`config.mk`:
```
export PLATFORM = sky130hd
export DESIGN_NAME = rts_decide_flat
export DESIGN_NICKNAME = d
export VERILOG_FILES = /design/src/rts_pkg.sv /design/src/rts_rsp_if.sv /design/src/rts_decide.sv /design/src/flat_wrapper.sv
export VERILOG_INCLUDE_DIRS = /design/src /design/src/src
export SDC_FILE = /design/constraint.sdc
export NUM_CORES = 2
export LEC_CHECK = 0
export ABC_AREA = 1
export BUFFER_PORTS_ARGS = -buffer_cell sky130_fd_sc_hd__buf_2
export CAP_MARGIN = 25
export CORE_ASPECT_RATIO = 0.8
export CORE_MARGIN = 4
export CORE_UTILIZATION = 51
export CTS_CLUSTER_SIZE = 30
export DETAILED_ROUTE_END_ITERATION = 12
export GPL_TIMING_DRIVEN = 0
export HOLD_SLACK_MARGIN = 0.15
export MAX_ROUTING_LAYER = met4
export PLACE_DENSITY = 0.81
export SLEW_MARGIN = 30
export SYNTH_ARGS = -nofsm -noshare
export SYNTH_HDL_FRONTEND = slang
export SYNTH_SLANG_ARGS = --single-unit
```
`constraint.sdc`:
```
create_clock -name clock -period 11 [get_ports clock]
set_input_delay 0.55 -clock clock [delete_from_list [all_inputs] [get_ports clock]]
set_output_delay 0.55 -clock clock [all_outputs]
set_load 0.02 [all_outputs]
```
`src/rsi_trend_signal_macros.svh`:
```
// ---------------------------------------------------------------------------
// RSI trend signal assertion macros
// Property check wrappers that compile away when SYNTHESIS is defined.
// ---------------------------------------------------------------------------
`ifndef RSI_TREND_SIGNAL_MACROS_SVH
`define RSI_TREND_SIGNAL_MACROS_SVH

`ifndef SYNTHESIS
// Checks a property on every rising edge outside reset.
`define RTS_ASSERT(label, clk, rst, prop, msg) \
   label: assert property (@(posedge clk) disable iff (rst) prop) else $error(msg);
// Checks that a condition is followed by a consequence in the next cycle.
`define RTS_ASSERT_NEXT(label, clk, rst, cond, conseq, msg) \
   label: assert property (@(posedge clk) disable iff (rst) (cond) |=> (conseq)) else $error(msg);
`else
`define RTS_ASSERT(label, clk, rst, prop, msg)
`define RTS_ASSERT_NEXT(label, clk, rst, cond, conseq, msg)
`endif

`endif

```
`src/rts_pkg.sv`:
```
// ---------------------------------------------------------------------------
// RSI trend signal package
// Field widths, register codes, action codes and shared structures.
// ---------------------------------------------------------------------------
package rts_pkg;

   // Payload and register widths.
   localparam int SYMBOL_W   = 16;
   localparam int PRICE_W    = 32;
   localparam int HELD_W     = 32;
   localparam int PERIOD_W   = 8;
   localparam int TREND_W    = 9;
   localparam int LEVEL_W    = 14;
   localparam int QTY_W      = 31;
   localparam int CSR_ADDR_W = 5;
   localparam int CSR_DATA_W = 32;

   // Register reset values.
   localparam logic [SYMBOL_W-1:0] SYMBOL_RESET     = 16'd0;
   localparam logic [PERIOD_W-1:0] PERIOD_RESET     = 8'd14;
   localparam logic [TREND_W-1:0]  TREND_RESET      = 9'd50;
   localparam logic [LEVEL_W-1:0]  OVERBOUGHT_RESET = 14'd7000;
   localparam logic [LEVEL_W-1:0]  OVERSOLD_RESET   = 14'd3000;

   // RSI scale in hundredths, and the value used when nothing moved.
   localparam logic [LEVEL_W-1:0]  RSI_SCALE   = 14'd10000;
   localparam logic [LEVEL_W-1:0]  RSI_NEUTRAL = 14'd5000;

   // Register index, taken from the word address.
   typedef enum logic [2:0] {
      REG_SYMBOL     = 3'd0,
      REG_PERIOD     = 3'd1,
      REG_TREND      = 3'd2,
      REG_OVERBOUGHT = 3'd3,
      REG_OVERSOLD   = 3'd4
   } reg_index_type;

   // Order action codes.
   typedef enum logic [1:0] {
      ACT_NONE = 2'd0,
      ACT_BUY  = 2'd1,
      ACT_SELL = 2'd2
   } action_type;

   // Configuration seen by the datapath.
   typedef struct packed {
      logic [SYMBOL_W-1:0] symbol_match;
      logic [PERIOD_W-1:0] rsi_period;
      logic [TREND_W-1:0]  trend_length;
      logic [LEVEL_W-1:0]  overbought_level;
      logic [LEVEL_W-1:0]  oversold_level;
      logic                window_clear;
   } cfg_type;

   // Bar handed from the window stage to the decision stage.
   typedef struct packed {
      logic [PRICE_W-1:0] close_price;
      logic [HELD_W-1:0]  held_quantity;
      logic               evaluate;
      logic               window_ready;
   } bar_type;

endpackage

```
`src/rts_rsp_if.sv`:
```
// ---------------------------------------------------------------------------
// RSI trend signal order channel
// Valid/ready channel that carries one order decision per transfer.
// ---------------------------------------------------------------------------
interface rts_rsp_if;
   logic                        valid;
   logic                        ready;
   rts_pkg::action_type         action;
   logic [rts_pkg::QTY_W-1:0]   order_quantity;
   logic                        window_ready;

   modport source (output valid, action, order_quantity, window_ready, input ready);
   modport sink   (input valid, action, order_quantity, window_ready, output ready);
endinterface

```
`src/rts_decide.sv`:
```
// ---------------------------------------------------------------------------
// RSI trend signal decision stage
// RSI and trend comparisons by cross products, and the order register.
// ---------------------------------------------------------------------------
`include "rsi_trend_signal_macros.svh"

module rts_decide #(
   parameter int COUNT_W  = 9,
   parameter int SUM_W    = 40,
   parameter int BUY_SIZE = 100
) (
   input  logic                 clock,
   input  logic                 reset,
   input  rts_pkg::cfg_type     cfg,
   input  logic                 bar_valid,
   input  rts_pkg::bar_type     bar,
   output logic                 bar_ready,
   input  logic [SUM_W-1:0]     gain_total,
   input  logic [SUM_W-1:0]     loss_total,
   input  logic [SUM_W-1:0]     move_total,
   input  logic [SUM_W-1:0]     close_total,
   input  logic [COUNT_W-1:0]   trend_eff,
   rts_rsp_if.source            rsp
);
   import rts_pkg::*;

   localparam int PW = SUM_W + LEVEL_W;

   logic [PW-1:0] gain_scaled, over_limit, under_limit, trend_prod;
   logic          still, rsi_low, rsi_high, above, below, held_zero, held_pos;

   logic             rsp_valid_ff, rsp_valid_in;
   action_type       action_ff, action_in;
   logic [QTY_W-1:0] qty_ff, qty_in;
   logic             ready_ff, ready_in;

   // The order register takes a new bar whenever it empties or is taken.
   assign bar_ready = !rsp_valid_ff || rsp.ready;

   // Cross products: RSI against both levels, price against the average.
   always_comb begin
      gain_scaled = PW'(gain_total) * PW'(RSI_SCALE);
      over_limit  = PW'(move_total) * PW'(cfg.overbought_level);
      under_limit = PW'(move_total) * PW'(cfg.oversold_level);
      trend_prod  = PW'(bar.close_price) * PW'(trend_eff);
      still       = (gain_total + loss_total == '0);
      rsi_low     = still ? (RSI_NEUTRAL < cfg.oversold_level) : (gain_scaled < under_limit);
      rsi_high    = still ? (RSI_NEUTRAL > cfg.overbought_level) : (gain_scaled > over_limit);
      above       = (trend_prod > PW'(close_total));
      below       = (trend_prod < PW'(close_total));
      held_zero   = (bar.held_quantity == '0);
      held_pos    = !bar.held_quantity[HELD_W-1] && !held_zero;
   end

   // Order choice: buy from flat, sell a long position.
   always_comb begin
      action_in = ACT_NONE;
      qty_in    = '0;
      ready_in  = bar.window_ready;
      if (bar.evaluate) begin
         if (held_zero && rsi_low && above) begin
            action_in = ACT_BUY;
            qty_in    = QTY_W'(BUY_SIZE);
         end else if (held_pos && (rsi_high || below)) begin
            action_in = ACT_SELL;
            qty_in    = bar.held_quantity[QTY_W-1:0];
         end
      end
      rsp_valid_in = bar_valid || (rsp_valid_ff && !rsp.ready);
   end

   always_ff @(posedge clock) begin
      if (reset) begin
         rsp_valid_ff <= 1'b0;
      end else begin
         rsp_valid_ff <= rsp_valid_in;
      end
   end

   always_ff @(posedge clock) begin
      if (bar_valid && bar_ready) begin
         action_ff <= action_in;
         qty_ff    <= qty_in;
         ready_ff  <= ready_in;
      end
   end

   assign rsp.valid          = rsp_valid_ff;
   assign rsp.action         = action_ff;
   assign rsp.order_quantity = qty_ff;
   assign rsp.window_ready   = ready_ff;

   // Checks.
   `RTS_ASSERT(a_idle_qty, clock, reset, rsp_valid_ff && action_ff == ACT_NONE |-> qty_ff == '0, "quantity without an order")
   `RTS_ASSERT(a_order_full, clock, reset, rsp_valid_ff && action_ff != ACT_NONE |-> ready_ff, "order before the window filled")

endmodule

```
`src/flat_wrapper.sv`:
```
// flat-port wrapper written by rule: the top's interface ports become plain ports
module rts_decide_flat import rts_pkg::*;
#(
   parameter int COUNT_W  = 9,
   parameter int SUM_W    = 40,
   parameter int BUY_SIZE = 100
)
  (clock, reset, cfg, bar_valid, bar, bar_ready, gain_total, loss_total, move_total, close_total, trend_eff, rsp_valid, rsp_action, rsp_order_quantity, rsp_window_ready, rsp_ready);
  rts_rsp_if rsp_i ();
  input  logic clock;
  input  logic reset;
  input  rts_pkg::cfg_type cfg;
  input  logic bar_valid;
  input  rts_pkg::bar_type bar;
  output logic bar_ready;
  input  logic [SUM_W-1:0] gain_total;
  input  logic [SUM_W-1:0] loss_total;
  input  logic [SUM_W-1:0] move_total;
  input  logic [SUM_W-1:0] close_total;
  input  logic [COUNT_W-1:0] trend_eff;
  output wire logic [$bits(rsp_i.valid)-1:0] rsp_valid;
  output wire logic [$bits(rsp_i.action)-1:0] rsp_action;
  output wire logic [$bits(rsp_i.order_quantity)-1:0] rsp_order_quantity;
  output wire logic [$bits(rsp_i.window_ready)-1:0] rsp_window_ready;
  input wire logic [$bits(rsp_i.ready)-1:0] rsp_ready;
  assign rsp_valid = rsp_i.valid;
  assign rsp_action = rsp_i.action;
  assign rsp_order_quantity = rsp_i.order_quantity;
  assign rsp_window_ready = rsp_i.window_ready;
  assign rsp_i.ready = rsp_ready;
  rts_decide #(.COUNT_W(COUNT_W), .SUM_W(SUM_W), .BUY_SIZE(BUY_SIZE)) u_core (.clock(clock), .reset(reset), .cfg(cfg), .bar_valid(bar_valid), .bar(bar), .bar_ready(bar_ready), .gain_total(gain_total), .loss_total(loss_total), .move_total(move_total), .close_total(close_total), .trend_eff(trend_eff), .rsp(rsp_i));
endmodule
```
==> qor.yml <==
run_status:
  status: "complete, no violations"
yosys:
  yosysSeqAreaShare_pct: 1.755
  synth-simple-area-share_pct: 18.47
  synth_area_mm2: 0.05933
  synthArstFlopShare_pct: 0
  syn_inst: 8040
  synth_compound_area_share_pct: 6.371
  synth_area_leaders: "fa_1 41%, inv_1 14%, nand2_1 13%"
  synth_top_cell_by_area: "fa_1"
  syn_nets: 10180
  yosysUniqueCellTypes: 51
  synth_top_family_by_area: "adder cells"
  yosys_warnings: 0
  synthAdderAreaFrac_pct: 54.37
  synth_edf_count: 34
  avgSynthCellArea_um2: 7.380
  synth_seq_cells: 35
  synth-xor-area-share_pct: 2.731
  synth_top_area_share_pct: 41.33
  synthMuxAreaShare_pct: 0
  synthFlopType: "edfxtp_1"
floorplanning:
  die-area_mm2: 0.1219
  die_y_um: 313.1
  ios: 337
  num_rows: 111
  die_w_um: 389.3
  start_util_pct: 51.60
  core_mm2: 0.1150
clock_network:
  clock_latency_ps: 290
  cts_made_buffers: 5
  root_buffer: "clkbuf_16"
  ctsHoldBuffers: 0
  clock_path_buffers: 2
  htreeDepth: 2
  cts_tree: "yes"
  post_cts_resized: 0
  post_cts_buffers: 0
  cts.clk_slew.worst_paths_ps: 60
  cts_sinks: 35
timing:
  worst_slack_ps: 219.0
  final_hold_viol_count: 0
  relSlewSlack_pct: 23.38
  finalClockSkew_ps: 2.227
  rsz0062_at_grt: "false"
  finalCritPeriodShare_pct: 98.01
  tightestPinTransition_ps: 1149
  min_period_ps: 10780
  fmax_ghz: 0.09276
  setup_viol: 0
  drv_slew: 0
final_layout:
  fin_area_mm2: 0.06265
  syn_to_final_growth_pct: 5.584
  layout-drive-gt1-share_pct: 4.093
  fin_nets: 10400
  final_util_pct: 54.48
min_path:
  min_path_type: "primary input to flip-flop"
run:
  max_cap_viol_count: 0
global_route:
  grt_overflow_total: 0
  track_usage_pct: 34.64
  grt_max_degree: 21
  antenna_found_initial: 18
  grt_pass1_wl_um: 315700
  grt_pass1_vias: 54750
critical_path:
  crit_required_ps: 11150
  critPathMostFrequentCell: "nand2_1"
  cp-start-kind: "primary input"
  path_max_fanout: 10
  worst_path_largest_cell_delay_ps: 660
  cp_slowest_cell: "nor3_1"
  timing_worst_setup_path_type: "primary input to flip-flop"
  arrival_ps: 10940
  cp-end-kind: "flip-flop"
detailed_routing:
  post-route-drc-count: 0
  ant_nets: 0
  vias: 53640
  vias_per_cell: 5.470
  routedWlPerCell_um: 20.76
  drt_pass1_iterations: 6
  wirelength_um: 203600
  drt_iter0_drc: 5796
placed_design:
  post_dp_cell_area_mm2: 0.06236
  dp_hpwl_um: 174800
  place_congestion: 1.042
  io_buffers: 204
  place_ws_ps: -34.64
## worst max-delay path: cells and delay by family
| kind | cells | cell delay, ps |
|---|---|---|
| AO/OA/AOI/OAI | 5 | 1610 |
| adder cells (fa/ha/maj) | 8 | 3860 |
| buffers and inverters | 8 | 1710 |
| AND/OR/NAND/NOR | 20 | 3160 |
## layer usage
layer / vias up / part of all wire [%] / track usage (%)
li1: 23930 / - / -
met1: 26060 / 40 / 46.11
met2: 3134 / 42 / 49.97
met3: 518 / 14 / 11.00
met4: 0 / 4.4 / 12.13
met5: - / 0 / -
## Yosys cell counts (all sizes together) (12+ instances only)
| library cell | count |
|---|---|
| a31oi | 60 |
| nor2 | 362 |
| inv | 2248 |
| o21ai | 139 |
| xnor2 | 96 |
| a21oi | 345 |
| clkbuf | 256 |
| nand2 | 2123 |
| o221ai | 14 |
| o21bai | 13 |
| ha | 618 |
| a211oi | 13 |
| fa | 1225 |
| nor4 | 24 |
| o21a | 26 |
| edfxtp | 34 |
| a21o | 15 |
| a21boi | 12 |
| nand4 | 53 |
| xor2 | 89 |
| nor3 | 37 |
| buf | 64 |
| nand3 | 120 |
## state kept, by name, indices dropped and copies added, names as in the netlist
name	cells
u_core.rsp.action	2
u_core.rsp.order_quantity	31
u_core.rsp.valid	1
u_core.rsp.window_ready	1
## stage by stage
stage	hold WS, ps	TNS (ps)	std cells
after global routing	428.3	0	9801
after floorplan	619.1	0	8040
after detailed placement	522.1	-292.7	9773
after global placement	472.6	-110.1	9769
after CTS	411.2	0	9781
final	416.5	0	9806
## cell type report
type / count / area (um2)
fill: 11000 / 52350
clock inverter: 2 / 7.507
inverter: 2251 / 8449
buffer: 320 / 1295
sequential: 35 / 1041
tap: 1525 / 1908
multi-input combinational: 5434 / 48660
timing repair buffer: 210 / 1097
clock buffer: 6 / 128.9
antenna: 23 / 57.56
## cell usage in the layout, fill, tap and decap left out, types with 15 or more instances in the layout
cell type / n
a21o_1: 15
a21oi_1: 341
a31oi_1: 60
buf_1: 52
buf_2: 206
clkbuf_1: 223
clkbuf_2: 39
diode_2: 23
edfxtp_1: 34
fa_1: 1225
ha_1: 618
inv_1: 2236
nand2_1: 2099
nand2_2: 23
nand3_1: 114
nand4_1: 53
nor2_1: 339
nor3_1: 35
nor4_1: 22
o21a_1: 26
o21ai_0: 134
xnor2_1: 96
xor2_1: 89
## kinds of logic (layout without fill, tap and decap cells)
group	count (synthesis)	after routing
simple gates	2738	2738
buf+inv	2571	2789
fa+ha+maj	1843	1843
compound gates	668	668
xor+xnor	185	185
flops	35	35
other cells	0	23
## final timing paths
kind                    start  cells past startpoint  slack, ps                       endpoint
max             move_total[7]                     41        220  u_core.rsp.order_quantity[14]
min                     reset                      2        420               u_core.rsp.valid
max reg2reg  u_core.rsp.valid                      2       9580   u_core.rsp.order_quantity[1]
min reg2reg  u_core.rsp.valid                      2        540               u_core.rsp.valid
Power is not shown: default switching activity piles up to over one toggle a cycle in this logic, so the estimate is an artifact.
