`src/rsi_trend_signal_macros.svh`:
```
// ---------------------------------------------------------------------------
// RSI trend signal assertion macros
// Property check wrappers that compile away when SYNTHESIS is defined.
// ---------------------------------------------------------------------------
`ifndef RSI_TREND_SIGNAL_MACROS_SVH
`define RSI_TREND_SIGNAL_MACROS_SVH

`ifndef SYNTHESIS
// Checks a property on every rising edge outside reset.
`define RTS_ASSERT(label, clk, rst, prop, msg) \
   label: assert property (@(posedge clk) disable iff (rst) prop) else $error(msg);
// Checks that a condition is followed by a consequence in the next cycle.
`define RTS_ASSERT_NEXT(label, clk, rst, cond, conseq, msg) \
   label: assert property (@(posedge clk) disable iff (rst) (cond) |=> (conseq)) else $error(msg);
`else
`define RTS_ASSERT(label, clk, rst, prop, msg)
`define RTS_ASSERT_NEXT(label, clk, rst, cond, conseq, msg)
`endif

`endif

```
`src/rts_pkg.sv`:
```
// ---------------------------------------------------------------------------
// RSI trend signal package
// Field widths, register codes, action codes and shared structures.
// ---------------------------------------------------------------------------
package rts_pkg;

   // Payload and register widths.
   localparam int SYMBOL_W   = 16;
   localparam int PRICE_W    = 32;
   localparam int HELD_W     = 32;
   localparam int PERIOD_W   = 8;
   localparam int TREND_W    = 9;
   localparam int LEVEL_W    = 14;
   localparam int QTY_W      = 31;
   localparam int CSR_ADDR_W = 5;
   localparam int CSR_DATA_W = 32;

   // Register reset values.
   localparam logic [SYMBOL_W-1:0] SYMBOL_RESET     = 16'd0;
   localparam logic [PERIOD_W-1:0] PERIOD_RESET     = 8'd14;
   localparam logic [TREND_W-1:0]  TREND_RESET      = 9'd50;
   localparam logic [LEVEL_W-1:0]  OVERBOUGHT_RESET = 14'd7000;
   localparam logic [LEVEL_W-1:0]  OVERSOLD_RESET   = 14'd3000;

   // RSI scale in hundredths, and the value used when nothing moved.
   localparam logic [LEVEL_W-1:0]  RSI_SCALE   = 14'd10000;
   localparam logic [LEVEL_W-1:0]  RSI_NEUTRAL = 14'd5000;

   // Register index, taken from the word address.
   typedef enum logic [2:0] {
      REG_SYMBOL     = 3'd0,
      REG_PERIOD     = 3'd1,
      REG_TREND      = 3'd2,
      REG_OVERBOUGHT = 3'd3,
      REG_OVERSOLD   = 3'd4
   } reg_index_type;

   // Order action codes.
   typedef enum logic [1:0] {
      ACT_NONE = 2'd0,
      ACT_BUY  = 2'd1,
      ACT_SELL = 2'd2
   } action_type;

   // Configuration seen by the datapath.
   typedef struct packed {
      logic [SYMBOL_W-1:0] symbol_match;
      logic [PERIOD_W-1:0] rsi_period;
      logic [TREND_W-1:0]  trend_length;
      logic [LEVEL_W-1:0]  overbought_level;
      logic [LEVEL_W-1:0]  oversold_level;
      logic                window_clear;
   } cfg_type;

   // Bar handed from the window stage to the decision stage.
   typedef struct packed {
      logic [PRICE_W-1:0] close_price;
      logic [HELD_W-1:0]  held_quantity;
      logic               evaluate;
      logic               window_ready;
   } bar_type;

endpackage

```
`src/rts_csr.sv`:
```
// ---------------------------------------------------------------------------
// RSI trend signal register file
// APB-style configuration registers with read back.
// ---------------------------------------------------------------------------
module rts_csr (
   input  logic                             clock,
   input  logic                             reset,
   input  logic                             csr_psel,
   input  logic                             csr_penable,
   input  logic                             csr_pwrite,
   input  logic [rts_pkg::CSR_ADDR_W-1:0]   csr_paddr,
   input  logic [rts_pkg::CSR_DATA_W-1:0]   csr_pwdata,
   output logic [rts_pkg::CSR_DATA_W-1:0]   csr_prdata,
   output logic                             csr_pready,
   output rts_pkg::cfg_type                 cfg
);
   import rts_pkg::*;

   logic                wr_en;
   reg_index_type       reg_idx;
   logic [SYMBOL_W-1:0] symbol_ff, symbol_in;
   logic [PERIOD_W-1:0] period_ff, period_in;
   logic [TREND_W-1:0]  trend_ff, trend_in;
   logic [LEVEL_W-1:0]  overbought_ff, overbought_in;
   logic [LEVEL_W-1:0]  oversold_ff, oversold_in;

   // The access phase of every transfer completes without wait states.
   assign csr_pready = 1'b1;
   assign wr_en      = csr_psel && csr_penable && csr_pwrite;
   assign reg_idx    = reg_index_type'(csr_paddr[CSR_ADDR_W-1:2]);

   // Write decode.
   always_comb begin
      symbol_in     = symbol_ff;
      period_in     = period_ff;
      trend_in      = trend_ff;
      overbought_in = overbought_ff;
      oversold_in   = oversold_ff;
      if (wr_en) begin
         unique case (reg_idx)
            REG_SYMBOL:     symbol_in     = csr_pwdata[SYMBOL_W-1:0];
            REG_PERIOD:     period_in     = csr_pwdata[PERIOD_W-1:0];
            REG_TREND:      trend_in      = csr_pwdata[TREND_W-1:0];
            REG_OVERBOUGHT: overbought_in = csr_pwdata[LEVEL_W-1:0];
            REG_OVERSOLD:   oversold_in   = csr_pwdata[LEVEL_W-1:0];
            default: begin
            end
         endcase
      end
   end

   always_ff @(posedge clock) begin
      if (reset) begin
         symbol_ff     <= SYMBOL_RESET;
         period_ff     <= PERIOD_RESET;
         trend_ff      <= TREND_RESET;
         overbought_ff <= OVERBOUGHT_RESET;
         oversold_ff   <= OVERSOLD_RESET;
      end else begin
         symbol_ff     <= symbol_in;
         period_ff     <= period_in;
         trend_ff      <= trend_in;
         overbought_ff <= overbought_in;
         oversold_ff   <= oversold_in;
      end
   end

   // Read back mux.
   always_comb begin
      unique case (reg_idx)
         REG_SYMBOL:     csr_prdata = CSR_DATA_W'(symbol_ff);
         REG_PERIOD:     csr_prdata = CSR_DATA_W'(period_ff);
         REG_TREND:      csr_prdata = CSR_DATA_W'(trend_ff);
         REG_OVERBOUGHT: csr_prdata = CSR_DATA_W'(overbought_ff);
         REG_OVERSOLD:   csr_prdata = CSR_DATA_W'(oversold_ff);
         default:        csr_prdata = '0;
      endcase
   end

   // A new period or trend length restarts the window fill.
   always_comb begin
      cfg.symbol_match     = symbol_ff;
      cfg.rsi_period       = period_ff;
      cfg.trend_length     = trend_ff;
      cfg.overbought_level = overbought_ff;
      cfg.oversold_level   = oversold_ff;
      cfg.window_clear     = wr_en && (reg_idx == REG_PERIOD || reg_idx == REG_TREND);
   end

endmodule

```
`config.mk`:
```
export PLATFORM = sky130hd
export DESIGN_NAME = rts_csr
export DESIGN_NICKNAME = d
export VERILOG_FILES = /design/src/rsi_trend_signal_macros.svh /design/src/rts_pkg.sv /design/src/rts_csr.sv
export SDC_FILE = /design/constraint.sdc
export NUM_CORES = 1
export LEC_CHECK = 0
export ABC_CLOCK_PERIOD_IN_PS = 2500
export BUFFER_PORTS_ARGS = -buffer_cell sky130_fd_sc_hd__buf_2
export CORE_MARGIN = 4
export CORE_UTILIZATION = 45
export CTS_CLUSTER_SIZE = 8
export DETAILED_ROUTE_END_ITERATION = 10
export GPL_TIMING_DRIVEN = 0
export PLACE_DENSITY = 0.73
export SYNTH_ARGS = -nofsm -noshare
export SYNTH_HDL_FRONTEND = slang
export SYNTH_SLANG_ARGS = --single-unit
```
`constraint.sdc`:
```
create_clock -name clock -period 2.5 [get_ports clock]
set_input_delay 0.5 -clock clock [delete_from_list [all_inputs] [get_ports clock]]
set_output_delay 0.5 -clock clock [all_outputs]
set_load 0.01 [all_outputs]
```
==> results of run 1 <==
[cell usage in the layout, fill, tap and decap left out]
cell / Yosys / final
a21oi_1: 18 / 18
clkinv_2: 0 / 3
nand2_1: 6 / 6
or3_1: 1 / 1
nand3b_1: 1 / 1
nor2_1: 33 / 32
nand4_1: 1 / 1
nand3_1: 17 / 17
buf_1: 2 / 2
o22ai_1: 7 / 7
clkbuf_2: 0 / 1
a22oi_1: 14 / 14
o21ai_1: 1 / 1
clkbuf_1: 18 / 18
or2_2: 1 / 1
conb_1: 2 / 17
or2_1: 1 / 1
nor3b_1: 3 / 3
buf_6: 3 / 4
o21ai_0: 45 / 45
buf_2: 10 / 108
dfxtp_1: 61 / 61
nand4b_1: 3 / 3
buf_4: 17 / 17
nor2_2: 0 / 1
clkbuf_8: 0 / 9
o21a_1: 1 / 1
nor2b_1: 13 / 13
nand3_2: 1 / 1
and3_1: 1 / 1
mux2i_1: 40 / 40
mux2_2: 7 / 7
or2_4: 1 / 1
o2bb2ai_1: 1 / 1
and3b_1: 1 / 1
nand2b_1: 24 / 24
and4b_1: 1 / 1
[power breakdown]
group,switching [mW],total [mW],internal [mW]
Combinational,0.153,0.247,0.0943
Clock,0.369,0.712,0.343
Sequential,0.00567,0.985,0.979
Total,0.527,1.94,1.42
[worst min-delay path by stage]
stage                       endpoint        startpoint  depth (start not counted)
floorplan           overbought_ff[1]  overbought_ff[1]                          2
global placement       symbol_ff[14]     symbol_ff[14]                          2
detailed placement     symbol_ff[15]     symbol_ff[15]                          2
CTS                    symbol_ff[15]    csr_pwdata[15]                          3
global route           symbol_ff[14]    csr_pwdata[14]                          3
finish                 symbol_ff[15]    csr_pwdata[15]                          3
[synth_stat cells (6+ instances only)]
master and n:
buf_2 10, mux2i_1 40, buf_4 17, o21ai_0 45, nand3_1 17, nor2_1 33, mux2_2 7, nor2b_1 13
nand2_1 6, nand2b_1 24, a22oi_1 14, o22ai_1 7, a21oi_1 18, clkbuf_1 18, dfxtp_1 61
[registers in the layout, indices dropped and copies added, names as in the netlist]
name	flops
overbought_ff	14
oversold_ff	14
period_ff	8
symbol_ff	16
trend_ff	9
[per-stage QoR]
step / cell area (um2) / util (%) / cells / total power, mW
floorplan: 3120 / - / 371 / 1.16
global route: 3870 / 59.6 / 560 / 2.01
global placement: 3720 / 57.2 / 547 / 1.24
CTS: 3860 / 59.5 / 561 / 1.94
finish: 3870 / 59.6 / 560 / 1.94
detailed placement: 3720 / 57.2 / 547 / 1.25
[cells by family (layout without fill, tap and decap cells)]
group,count (synthesis),in the layout,synth area share [%]
AOI/OAI and AO/OA,87,87,15.8
other,2,17,0.245
DFF,61,61,39.8
buffers and inverters,50,162,9.34
and+or+nand+nor,109,109,19.2
muxes,47,47,15.6
[worst max-delay path: cells and delay by family]
kind                   cells  cell delay, ps
buffers and inverters      3             600
and+or+nand+nor            3             780
[layout make-up]
class                   count  area (um2)  share of cell area (%)
clock inverters             3        15.0                   0.388
flip-flops and latches     61        1220                    31.6
clock buffers              11         131                    3.40
plain buffers              49         290                    7.50
repair buffers             99         495                    12.8
multi-input cells         260        1620                    41.8
well taps                  77        96.3                    2.49
[what timing repair did]
item                                    CTS  global route
endpoints found under the setup margin    0            10
hold buffers                              0             0
resized for setup                         0             6
[routing by layer]
layer	vias to the layer above	track usage, %	share of wire [%]
li1	1455	-	-
met5	-	0	0
met1	1476	30.9	41
met2	160	41.1	48
met3	19	5.50	8.0
met4	0	11.6	2.2
==> results by group, run 1 <==
Timing
  • Max_slew headroom: 56.0%
  • Worst hold margin: 402 ps
  • Worst slew pin tran: 660 ps
  • Final Setup Violations: 0
  • Slew Viols, Final: 0
  • Min Tclk post-route: 2380 ps
  • RSZ-0062 raised after global routing: false
  • Final worst slack: 117 ps
  • Final Cycle Share: 95.3%
  • Layout Skew: 0 ps
  • Hold Vio Cnt, Final: 0
  • Setup TNS: 0 ps
  • Peak Freq: 420 MHz

Die
  • Die Span Y: 90.6 um
  • DIE WIDTH: 90.6 um
  • # rows: 29
  • Die Footprint: 0.00820 mm2
  • Initial Utilization: 47.2%
  • Core Box Area: 0.00649 mm2
  • Boundary Pins: 137

GRT
  • Number of global-route vias before repair: 3053
  • Total track usage: 24.9%
  • Largest net degree at the start of global routing: 11
  • Total grt overflow: 0
  • First-pass GRT wire length: 16.2 mm
  • Initial antenna violation count: 0

Run
  • Max-cap violations: 0

Synthesis
  • FF+latch count, synth: 61
  • Cells after synthesis: 356
  • Main flop type after synthesis: dfxtp_1
  • Cell taking the most area after synthesis: dfxtp_1
  • Netlist cell types: 33
  • Avg Cell Area, Syn: 8.62 um2
  • Post-synthesis sequential area ratio: 39.8%
  • Post-Syn Area: 0.00307 mm2
  • Post-synth EDFFs: 0
  • Asr flop ratio synth: 0%
  • Synth top area share: 39.8%
  • Yosys Warn Count: 0
  • Synth area leaders: dfxtp_1 40%, mux2i_1 13%, o21ai_0 7.3%

Clocking
  • CTS max path bufs: 2
  • Clk root buf: clkbuf_8
  • Clock-pin slew on the worst setup and hold paths: 70 ps
  • Clk sinks: 61
  • Postcts setup bufs: 0
  • Cts bufs inserted: 9
  • Htree depth: 3
  • CTS tree: done
  • Worst-Skew Late Latency: 340 ps

Power
  • Worst-case vdd ir drop: 254 uV
  • Leak pwr: 1.77 nW
  • Pwr dens: 503 mW/mm2

Worst setup path
  • Required @ worst endpoint: 2000 ps
  • CP Cell Sequence: buf_2 -> nand4b_1 -> nor3b_1 -> buf_2 -> nand2b_1 -> buf_2
  • CP Capture Type: output port
  • Crit path launch type: input pin
  • Most used cell, CP: buf_2
  • Crit-path max cell delay: 350 ps
  • Worst reg2reg startpoint: trend_ff[7]
  • Critical path launch point: csr_paddr[4]
  • Reg2reg setup slack: 1720 ps
  • Worst setup path end: cfg[0]
  • Max FO, Critical Path: 9
  • Arrival time worst endpoint: 1880 ps
  • Critical path class: input pin to output port
  • Worst path slowest cell: nand4b_1
  • Reg2Reg Depth: 3
  • Worst reg2reg endpoint: trend_ff[7]

Placement
  • Port Buffers: 99
  • Dpl ws: -2.00 ps
  • Post-DP HPWL: 7.22 mm
  • GPL Wtd Cong: 0.848

Detailed routing
  • DRC errors left: 0
  • Routed WL: 10.2 mm
  • Post-route ant nets: 0
  • DR iter-0 viols: 287
  • Vias per Instance: 5.55
  • TritonRoute pass-1 iters: 6
  • Routed wire per std cell: 18.2 um
  • Vias: 3110

Layout
  • Share of cells above drive strength 1: 31.7%
  • ANT cells: 0
  • Final nets: 522
  • Area Growth Syn to Fin: 26.1%
  • Fillers: 618

Worst hold path
  • HP Class: input pin to flip-flop

Status
  • Outcome: finished, final reports clean
(Power assumes the default switching activity.)
==> run 2: changes to the inputs <==
--- a/config.mk
+++ b/config.mk
@@ -5,14 +5,15 @@
 export SDC_FILE = /design/constraint.sdc
 export NUM_CORES = 1
 export LEC_CHECK = 0
-export ABC_CLOCK_PERIOD_IN_PS = 2500
+export ABC_AREA = 1
+export ABC_CLOCK_PERIOD_IN_PS = 2000
 export BUFFER_PORTS_ARGS = -buffer_cell sky130_fd_sc_hd__buf_2
 export CORE_MARGIN = 4
-export CORE_UTILIZATION = 45
+export CORE_UTILIZATION = 43
 export CTS_CLUSTER_SIZE = 8
 export DETAILED_ROUTE_END_ITERATION = 10
 export GPL_TIMING_DRIVEN = 0
-export PLACE_DENSITY = 0.73
+export PLACE_DENSITY = 0.72
 export SYNTH_ARGS = -nofsm -noshare
 export SYNTH_HDL_FRONTEND = slang
 export SYNTH_SLANG_ARGS = --single-unit
==> constraint.sdc (replaced) <==
create_clock -name clock -period 2 [get_ports clock]
set_input_delay 0.4 -clock clock [delete_from_list [all_inputs] [get_ports clock]]
set_output_delay 0.4 -clock clock [all_outputs]
set_load 0.01 [all_outputs]
==> run 2 against run 1 <==
Via count grew 11%. Sequential power grew 26%. Die area up 7.8%. Count of clock-buffer cells in the layout is 1 higher. Critical path depth is 2 higher. Power is 38% higher. Setup slack worse by 13 ps. Clock skew did not move. Non-clock buffer count is 8 lower. Cell count up 28%. Worst hold slack lost 110 ps. Highest routed layer unchanged.
==> results by group, run 2 <==
Status
  • Outcome: finished, final reports clean

Timing
  • Worst hold margin: 291 ps (-111 ps)
  • Slew Viols, Final: 0 (unchanged)
  • Final Setup Violations: 0 (unchanged)
  • Peak Freq: 527 MHz
  • Layout Skew: 0 ps (unchanged)
  • Setup TNS: 0 ps (unchanged)
  • Worst slew pin tran: 560 ps (-100 ps)
  • RSZ-0062 raised after global routing: false
  • Hold Vio Cnt, Final: 0 (unchanged)
  • Min Tclk post-route: 1900 ps
  • Max_slew headroom: 62.7% (+6.7 points)
  • Final Cycle Share: 94.8%

Synthesis
  • Mux contribution to synthesized area: 0% (-16 points)
  • Combinational family with the most area after synthesis: simple AND/OR/NAND/NOR gates
  • Post-Syn Area: 0.00318 mm2 (+3.7%)
  • Synth Area in Adders: 0% (unchanged)
  • Asr flop ratio synth: 0% (unchanged)
  • Main flop type after synthesis: dfxtp_1
  • Post-synthesis simple-gate area fraction: 48.0% (+29 points)
  • FF+latch count, synth: 61 (unchanged)
  • Synth area leaders: dfxtp_1 38%, nand2_1 18%, nand3_1 12%
  • Cell taking the most area after synthesis: dfxtp_1
  • Yosys Warn Count: 0 (unchanged)
  • Cells after synthesis: 485 (+36%)
  • Most frequent cell after synthesis: nand2_1
  • Synth top area share: 38.4% (-1.4 points)
  • Most frequent cells after synthesis: 151 x nand2_1, 95 x nor2_1, 74 x nand3_1
  • Netlist cell types: 22 (-33%)
  • Post-synthesis sequential area ratio: 38.4% (-1.4 points)
  • Synth Area in XOR/XNOR: 0% (unchanged)
  • Post-synthesis compound-gate area fraction: 0% (-16 points)
  • Post-synth EDFFs: 0 (unchanged)
  • Avg Cell Area, Syn: 6.56 um2 (-24%)

Layout
  • Max FFs per register: 16 (unchanged)
  • ANT cells: 0 (unchanged)
  • Most flop-heavy register: symbol_ff
  • Fillers: 781 (+26%)
  • Commonest non-fill, non-tap cells in the layout: 151 x nand2_1, 105 x buf_2, 95 x nor2_1, 74 x nand3_1, 61 x dfxtp_1
  • Final nets: 652 (+25%)
  • Biggest regs: symbol_ff: 16 flops, overbought_ff: 14 flops, oversold_ff: 14 flops
  • Share of cells above drive strength 1: 26.8% (-4.8 points)
  • Final instance area: 0.00405 mm2 (+4.7%)
  • Area Growth Syn to Fin: 27.3%
  • Commonest non-fill, non-tap cell in the layout: nand2_1

Clocking
  • Cts bufs inserted: 9 (unchanged)
  • Htree depth: 3 (unchanged)
  • Postcts setup bufs: 0 (unchanged)
  • CTS max path bufs: 2 (unchanged)
  • Worst-Skew Late Latency: 340 ps (about the same)
  • # hold bufs at CTS: 0 (unchanged)
  • Cts repair resizes: 0 (unchanged)
  • Clk sinks: 61 (unchanged)
  • Clock-pin slew on the worst setup and hold paths: 70 ps (about the same)
  • CTS tree: done
  • Clk root buf: clkbuf_8

Worst setup path
  • Max FO, Critical Path: 10 (+1)
  • Reg2Reg Depth: 2 (-1)
  • CP Capture Type: output port
  • Worst reg2reg startpoint: overbought_ff[7]
  • Reg2reg setup slack: 1380 ps (-340 ps)
  • Crit path launch type: input pin
  • Critical path launch point: csr_paddr[3]
  • Arrival time worst endpoint: 1500 ps (-380 ps)
  • Required @ worst endpoint: 1600 ps (-400 ps)
  • Worst reg2reg endpoint: overbought_ff[7]
  • Worst setup path end: csr_prdata[4]
  • Critical path class: input pin to output port

Detailed routing
  • DR iter-0 viols: 199 (-31%)
  • Routed wire per std cell: 14.1 um (-22%)
  • Routed WL: 10.1 mm (-1.0%)
  • Vias per Instance: 4.85 (-13%)
  • DRC errors left: 0 (unchanged)
  • TritonRoute pass-1 iters: 4 (-2)
  • Vias: 3466 (+11%)
  • Post-route ant nets: 0 (unchanged)

Power
  • Logic pwr share: 12.7% (about the same)
  • Switching share of total power: 26.9% (-0.20 points)
  • P_int: 1.96 mW (+38%)
  • Clock share of power: 40.9% (+4.3 points)
  • Worst-case vdd ir drop: 383 uV (+51%)
  • Pwr dens: 661 mW/mm2 (+32%)
  • Leak pwr: 2.18 nW (+23%)
  • NetSw: 0.721 mW (+37%)
  • Sequential share of power: 46.4% (-4.3 points)

GRT
  • Largest net degree at the start of global routing: 11 (unchanged)
  • Number of global-route vias before repair: 3233 (+5.9%)
  • First-pass GRT wire length: 16.0 mm (-1.5%)
  • Total track usage: 23.4% (-1.5 points)
  • Initial antenna violation count: 0 (unchanged)
  • Total grt overflow: 0 (unchanged)

Worst hold path
  • HP Class: input pin to flip-flop

Die
  • Initial Utilization: 44.1% (-3.1 points)
  • DIE WIDTH: 94.0 um (+3.8%)
  • # rows: 31 (+6.9%)
  • Boundary Pins: 137 (unchanged)
  • Core Box Area: 0.00721 mm2 (+11%)
  • Die Span Y: 94.0 um (+3.8%)
  • Die Footprint: 0.00884 mm2 (+7.8%)

Placement
  • Post-DP HPWL: 7.76 mm (+7.5%)
  • Area after DPL: 0.00386 mm2 (+3.8%)
  • GPL Wtd Cong: 0.941 (+11%)
  • Port Buffers: 99 (unchanged)

Run
  • Max-cap violations: 0 (unchanged)
[run 2: cell count changes in the layout (fill, tap and decap cells not counted), sizes merged, moves of 11 or more]
| cell | previous run | this run |
|---|---|---|
| nand2 | 6 | 154 |
| nor2 | 33 | 105 |
| nand3 | 18 | 76 |
| o21ai | 46 | 0 |
| mux2i | 40 | 0 |
| inv | 0 | 32 |
| nand2b | 24 | 0 |
| a21oi | 18 | 0 |
| a22oi | 14 | 0 |
| nor2b | 13 | 0 |
| nand4 | 1 | 13 |
| clkbuf | 28 | 17 |
[run 2: worst max-delay path: stages]
cell and delay (ps):
buf_2 150, nor2_4 230, buf_2 270, nand3_1 110
nand2_1 100, nor2_1 60, nand2_1 50, buf_2 120
[run 2: kinds of logic (layout without fill, tap and decap cells)]
logic type    after synthesis  count (layout)
simple gates              348             348
buf+inv                    74             189
other cells                 2              17
flops                      61              61
[run 2: worst min path at each step]
stage	to	startpoint	slack, ps	depth (start not counted)
CTS	oversold_ff[7]	csr_pwdata[7]	280	3
finish	overbought_ff[12]	csr_pwdata[12]	290	3
floorplan	period_ff[2]	period_ff[2]	500	2
global route	overbought_ff[12]	csr_pwdata[12]	290	3
detailed placement	overbought_ff[12]	overbought_ff[12]	470	2
global placement	overbought_ff[8]	overbought_ff[8]	460	2
[run 2: metrics by stage]
stage | std cells | worst slack [ps] | total power [mW] | util [%]
3_3_place_gp | 698 | 122 | 1.61 | 53.5
6_report | 714 | 104 | 2.68 | 56.1
3_5_place_dp | 698 | 117 | 1.61 | 53.5
2_1_floorplan | 500 | 419 | 1.49 | -
4_1_cts | 714 | 115 | 2.69 | 56.1
5_1_grt | 714 | 20.1 | 2.78 | 56.1
[run 2: final cells by class]
cell class | count | area (um2) | area share [%]
timing repair buffer | 99 | 495 | 12.2
tap | 99 | 124 | 3.06
clock buffer | 12 | 145 | 3.58
buffer | 41 | 297 | 7.32
sequential | 61 | 1220 | 30.2
multi-input combinational | 365 | 1590 | 39.3
clock inverter | 4 | 47.5 | 1.17
inverter | 33 | 129 | 3.18
[run 2: layer usage]
metal	up-vias	global-route usage, %	part of all wire (%)
met5	-	0	0
met4	0	8.66	1.4
met3	12	5.29	8.5
met2	134	38.6	45
met1	1597	29.8	45
li1	1723	-	-
[run 2: power by group through the flow]
stage / clock (mW) / combinational (mW) / sequential (mW)
floorplan: 0 / 0.213 / 1.28
global route: 1.16 / 0.376 / 1.24
CTS: 1.11 / 0.339 / 1.24
detailed placement: 0 / 0.337 / 1.27
finish: 1.09 / 0.339 / 1.24
global placement: 0 / 0.335 / 1.27
==> run 3: changes to the inputs <==
--- a/config.mk
+++ b/config.mk
@@ -7,13 +7,14 @@
 export LEC_CHECK = 0
 export ABC_AREA = 1
 export ABC_CLOCK_PERIOD_IN_PS = 2000
-export BUFFER_PORTS_ARGS = -buffer_cell sky130_fd_sc_hd__buf_2
 export CORE_MARGIN = 4
-export CORE_UTILIZATION = 43
+export CORE_UTILIZATION = 45
 export CTS_CLUSTER_SIZE = 8
 export DETAILED_ROUTE_END_ITERATION = 10
+export DONT_BUFFER_PORTS = 1
 export GPL_TIMING_DRIVEN = 0
-export PLACE_DENSITY = 0.72
+export PLACE_DENSITY = 0.58
+export SLEW_MARGIN = 20
 export SYNTH_ARGS = -nofsm -noshare
 export SYNTH_HDL_FRONTEND = slang
 export SYNTH_SLANG_ARGS = --single-unit
==> run 3 against run 2 <==
Sequential cell count did not move. Global-route usage rose by 0.69 points. Sequential power barely moved. Combinational power fell by 19%. First-iteration DRC count rose by 3.5%. Non-clock buffer count fell by 99. Register-to-register slack got worse by 50 ps. Via count fell by 13%. Design area fell by 13%. Cell count fell by 15%. Power fell by 6.5%. Critical path type unchanged. Critical endpoint is now csr_prdata[13].
==> results by group, run 3 (synthesis gave the netlist of run 2 again) <==
Worst hold path
  • Hold path start: csr_pwdata[1]
  • Worst Hold Depth: 2 (-1)
  • HP Class: input pin to flip-flop
  • Hold Path Sink: trend_ff[1]

Die
  • Initial Utilization: 46.6% (+2.5 points)
  • Die Footprint: 0.00848 mm2 (-4.1%)
  • Core Box Area: 0.00683 mm2 (-5.3%)
  • Die Span Y: 92.1 um (-2.1%)
  • Boundary Pins: 137 (unchanged)
  • DIE WIDTH: 92.1 um (-2.1%)
  • # rows: 30 (-3.2%)

GRT
  • Initial antenna violation count: 0 (unchanged)
  • Total grt overflow: 0 (unchanged)
  • Number of global-route vias before repair: 2939 (-9.1%)
  • First-pass GRT wire length: 15.7 mm (-1.6%)
  • Total track usage: 24.1% (+0.69 points)
  • Largest net degree at the start of global routing: 11 (unchanged)

Run
  • Max-cap violations: 0 (unchanged)

Clocking
  • Cts bufs inserted: 9 (unchanged)
  • Clk root buf: clkbuf_8
  • CTS tree: done
  • # hold bufs at CTS: 0 (unchanged)
  • Clock-pin slew on the worst setup and hold paths: 70 ps (about the same)
  • Postcts setup bufs: 0 (unchanged)
  • CTS max path bufs: 2 (unchanged)
  • Cts repair resizes: 0 (unchanged)
  • Worst-Skew Late Latency: 340 ps (about the same)
  • Clk sinks: 61 (unchanged)
  • Htree depth: 3 (unchanged)

Timing
  • Max_slew headroom: 61.8% (-0.85 points)
  • Hold Vio Cnt, Final: 0 (unchanged)
  • Final Cycle Share: 89.0% (-5.8 points)
  • Peak Freq: 562 MHz (+6.5%)
  • Final worst slack: 220 ps (+116 ps)
  • Setup TNS: 0 ps (unchanged)
  • Slew Viols, Final: 0 (unchanged)
  • RSZ-0062 raised after global routing: false
  • Final Setup Violations: 0 (unchanged)
  • Worst hold margin: 186 ps (-105 ps)
  • Worst slew pin tran: 572 ps (+12.8 ps)
  • Layout Skew: 0 ps (unchanged)
  • Min Tclk post-route: 1780 ps (-116 ps)

Worst setup path
  • Worst reg2reg startpoint: symbol_ff[3]
  • Critical path class: input pin to output port
  • CP Cell Sequence: buf_6 -> inv_1 -> nand2_2 -> nor2_4 -> buf_6 -> nand2_1 -> nand3_1
  • Reg2Reg Depth: 2 (unchanged)
  • Critical path buffers and inverters: 3 (unchanged)
  • Arrival time worst endpoint: 1380 ps (-120 ps)
  • Max FO, Critical Path: 10 (unchanged)
  • Required @ worst endpoint: 1600 ps (about the same)
  • Reg2reg setup slack: 1330 ps (-50 ps)
  • CP Capture Type: output port
  • Cell family with most CP delay: simple AND/OR/NAND/NOR gates
  • Most used cell, CP: buf_6
  • Crit path launch type: input pin
  • Worst path slowest cell: nor2_4
  • Crit-path max cell delay: 210 ps (-60 ps)
  • Worst reg2reg endpoint: symbol_ff[3]

Placement
  • Post-DP HPWL: 7.39 mm (-4.7%)
  • Area after DPL: 0.00336 mm2 (-13%)
  • Port Buffers: 0 (-100%)
  • Dpl ws: 198 ps (+80.9 ps)
  • Placed Cells: 596 (-15%)
  • GPL Wtd Cong: 0.863 (-8.3%)

Detailed routing
  • Vias: 3018 (-13%)
  • Routed WL: 9.89 mm (-1.8%)
  • Routed wire per std cell: 16.2 um (+15%)
  • Vias per Instance: 4.95 (+1.9%)
  • DR iter-0 viols: 206 (+3.5%)
  • Post-route ant nets: 0 (unchanged)
  • DRC errors left: 0 (unchanged)
  • TritonRoute pass-1 iters: 4 (unchanged)

Layout
  • Register area: 0.00122 mm2 (unchanged)
  • Multi-input gate area: 0.00159 mm2 (unchanged)
  • Share of cells above drive strength 1: 12.6% (-14 points)
  • Max FFs per register: 16 (unchanged)
  • Fin cells: 610 (-15%)
  • Utilization after layout: 51.6% (-4.6 points)
  • Final nets: 553 (-15%)
  • Commonest non-fill, non-tap cell in the layout: nand2_1
  • Fillers: 747 (-4.4%)
  • ANT cells: 0 (unchanged)
  • Most flop-heavy register: symbol_ff
  • Commonest non-fill, non-tap cells in the layout: 151 x nand2_1, 95 x nor2_1, 74 x nand3_1, 61 x dfxtp_1, 29 x inv_1
  • Biggest regs: symbol_ff: 16 flops, overbought_ff: 14 flops, oversold_ff: 14 flops
  • Final instance area: 0.00352 mm2 (-13%)
  • Area Growth Syn to Fin: 10.7%

Power
  • Tot Pwr: 2.50 mW (-6.5%)
  • Leak pwr: 1.72 nW (-21%)
  • Pwr dens: 711 mW/mm2 (+7.5%)
  • Worst-case vdd ir drop: 295 uV (-23%)

Status
  • Outcome: finished, final reports clean
-- run 3: cell count changes in the layout (fill, tap and decap cells not counted), sizes merged --
cell	delta
clkinvlp	-1
bufinv	-1
buf	-99
-- run 3: where the power goes --
part	total, mW	switching (mW)	internal (mW)	leakage, nW
Combinational	0.273	0.188	0.0856	1.14
Clock	0.978	0.478	0.500	0.0881
Sequential	1.25	0.0228	1.23	0.493
Total	2.50	0.688	1.82	1.72
-- run 3: area by class of cell --
| class | instances | share of cell area [%] |
|---|---|---|
| Sequential cell | 61 | 34.7 |
| Buffer | 41 | 8.42 |
| Multi-Input combinational cell | 365 | 45.2 |
| Clock buffer | 12 | 4.40 |
| Tap cell | 96 | 3.41 |
| Clock inverter | 2 | 0.284 |
| Inverter | 33 | 3.66 |
-- run 3: worst max path at each step --
stage                       from        endpoint  slack, ps  cells past startpoint
floorplan           csr_paddr[2]  csr_prdata[10]        420                      7
global placement    csr_paddr[2]  csr_prdata[13]        180                      7
detailed placement  csr_paddr[2]  csr_prdata[13]        200                      7
CTS                 csr_paddr[2]  csr_prdata[13]        200                      7
global route        csr_paddr[2]   csr_prdata[9]         90                      7
finish              csr_paddr[2]  csr_prdata[13]        220                      7
-- run 3: routing by layer --
metal	vias up	part of all wire (%)	global-route usage, %
li1	1525	-	-
met1	1364	41	28.5
met2	115	48	39.9
met3	14	9.2	7.96
met4	0	2.0	10.1
met5	-	0	0
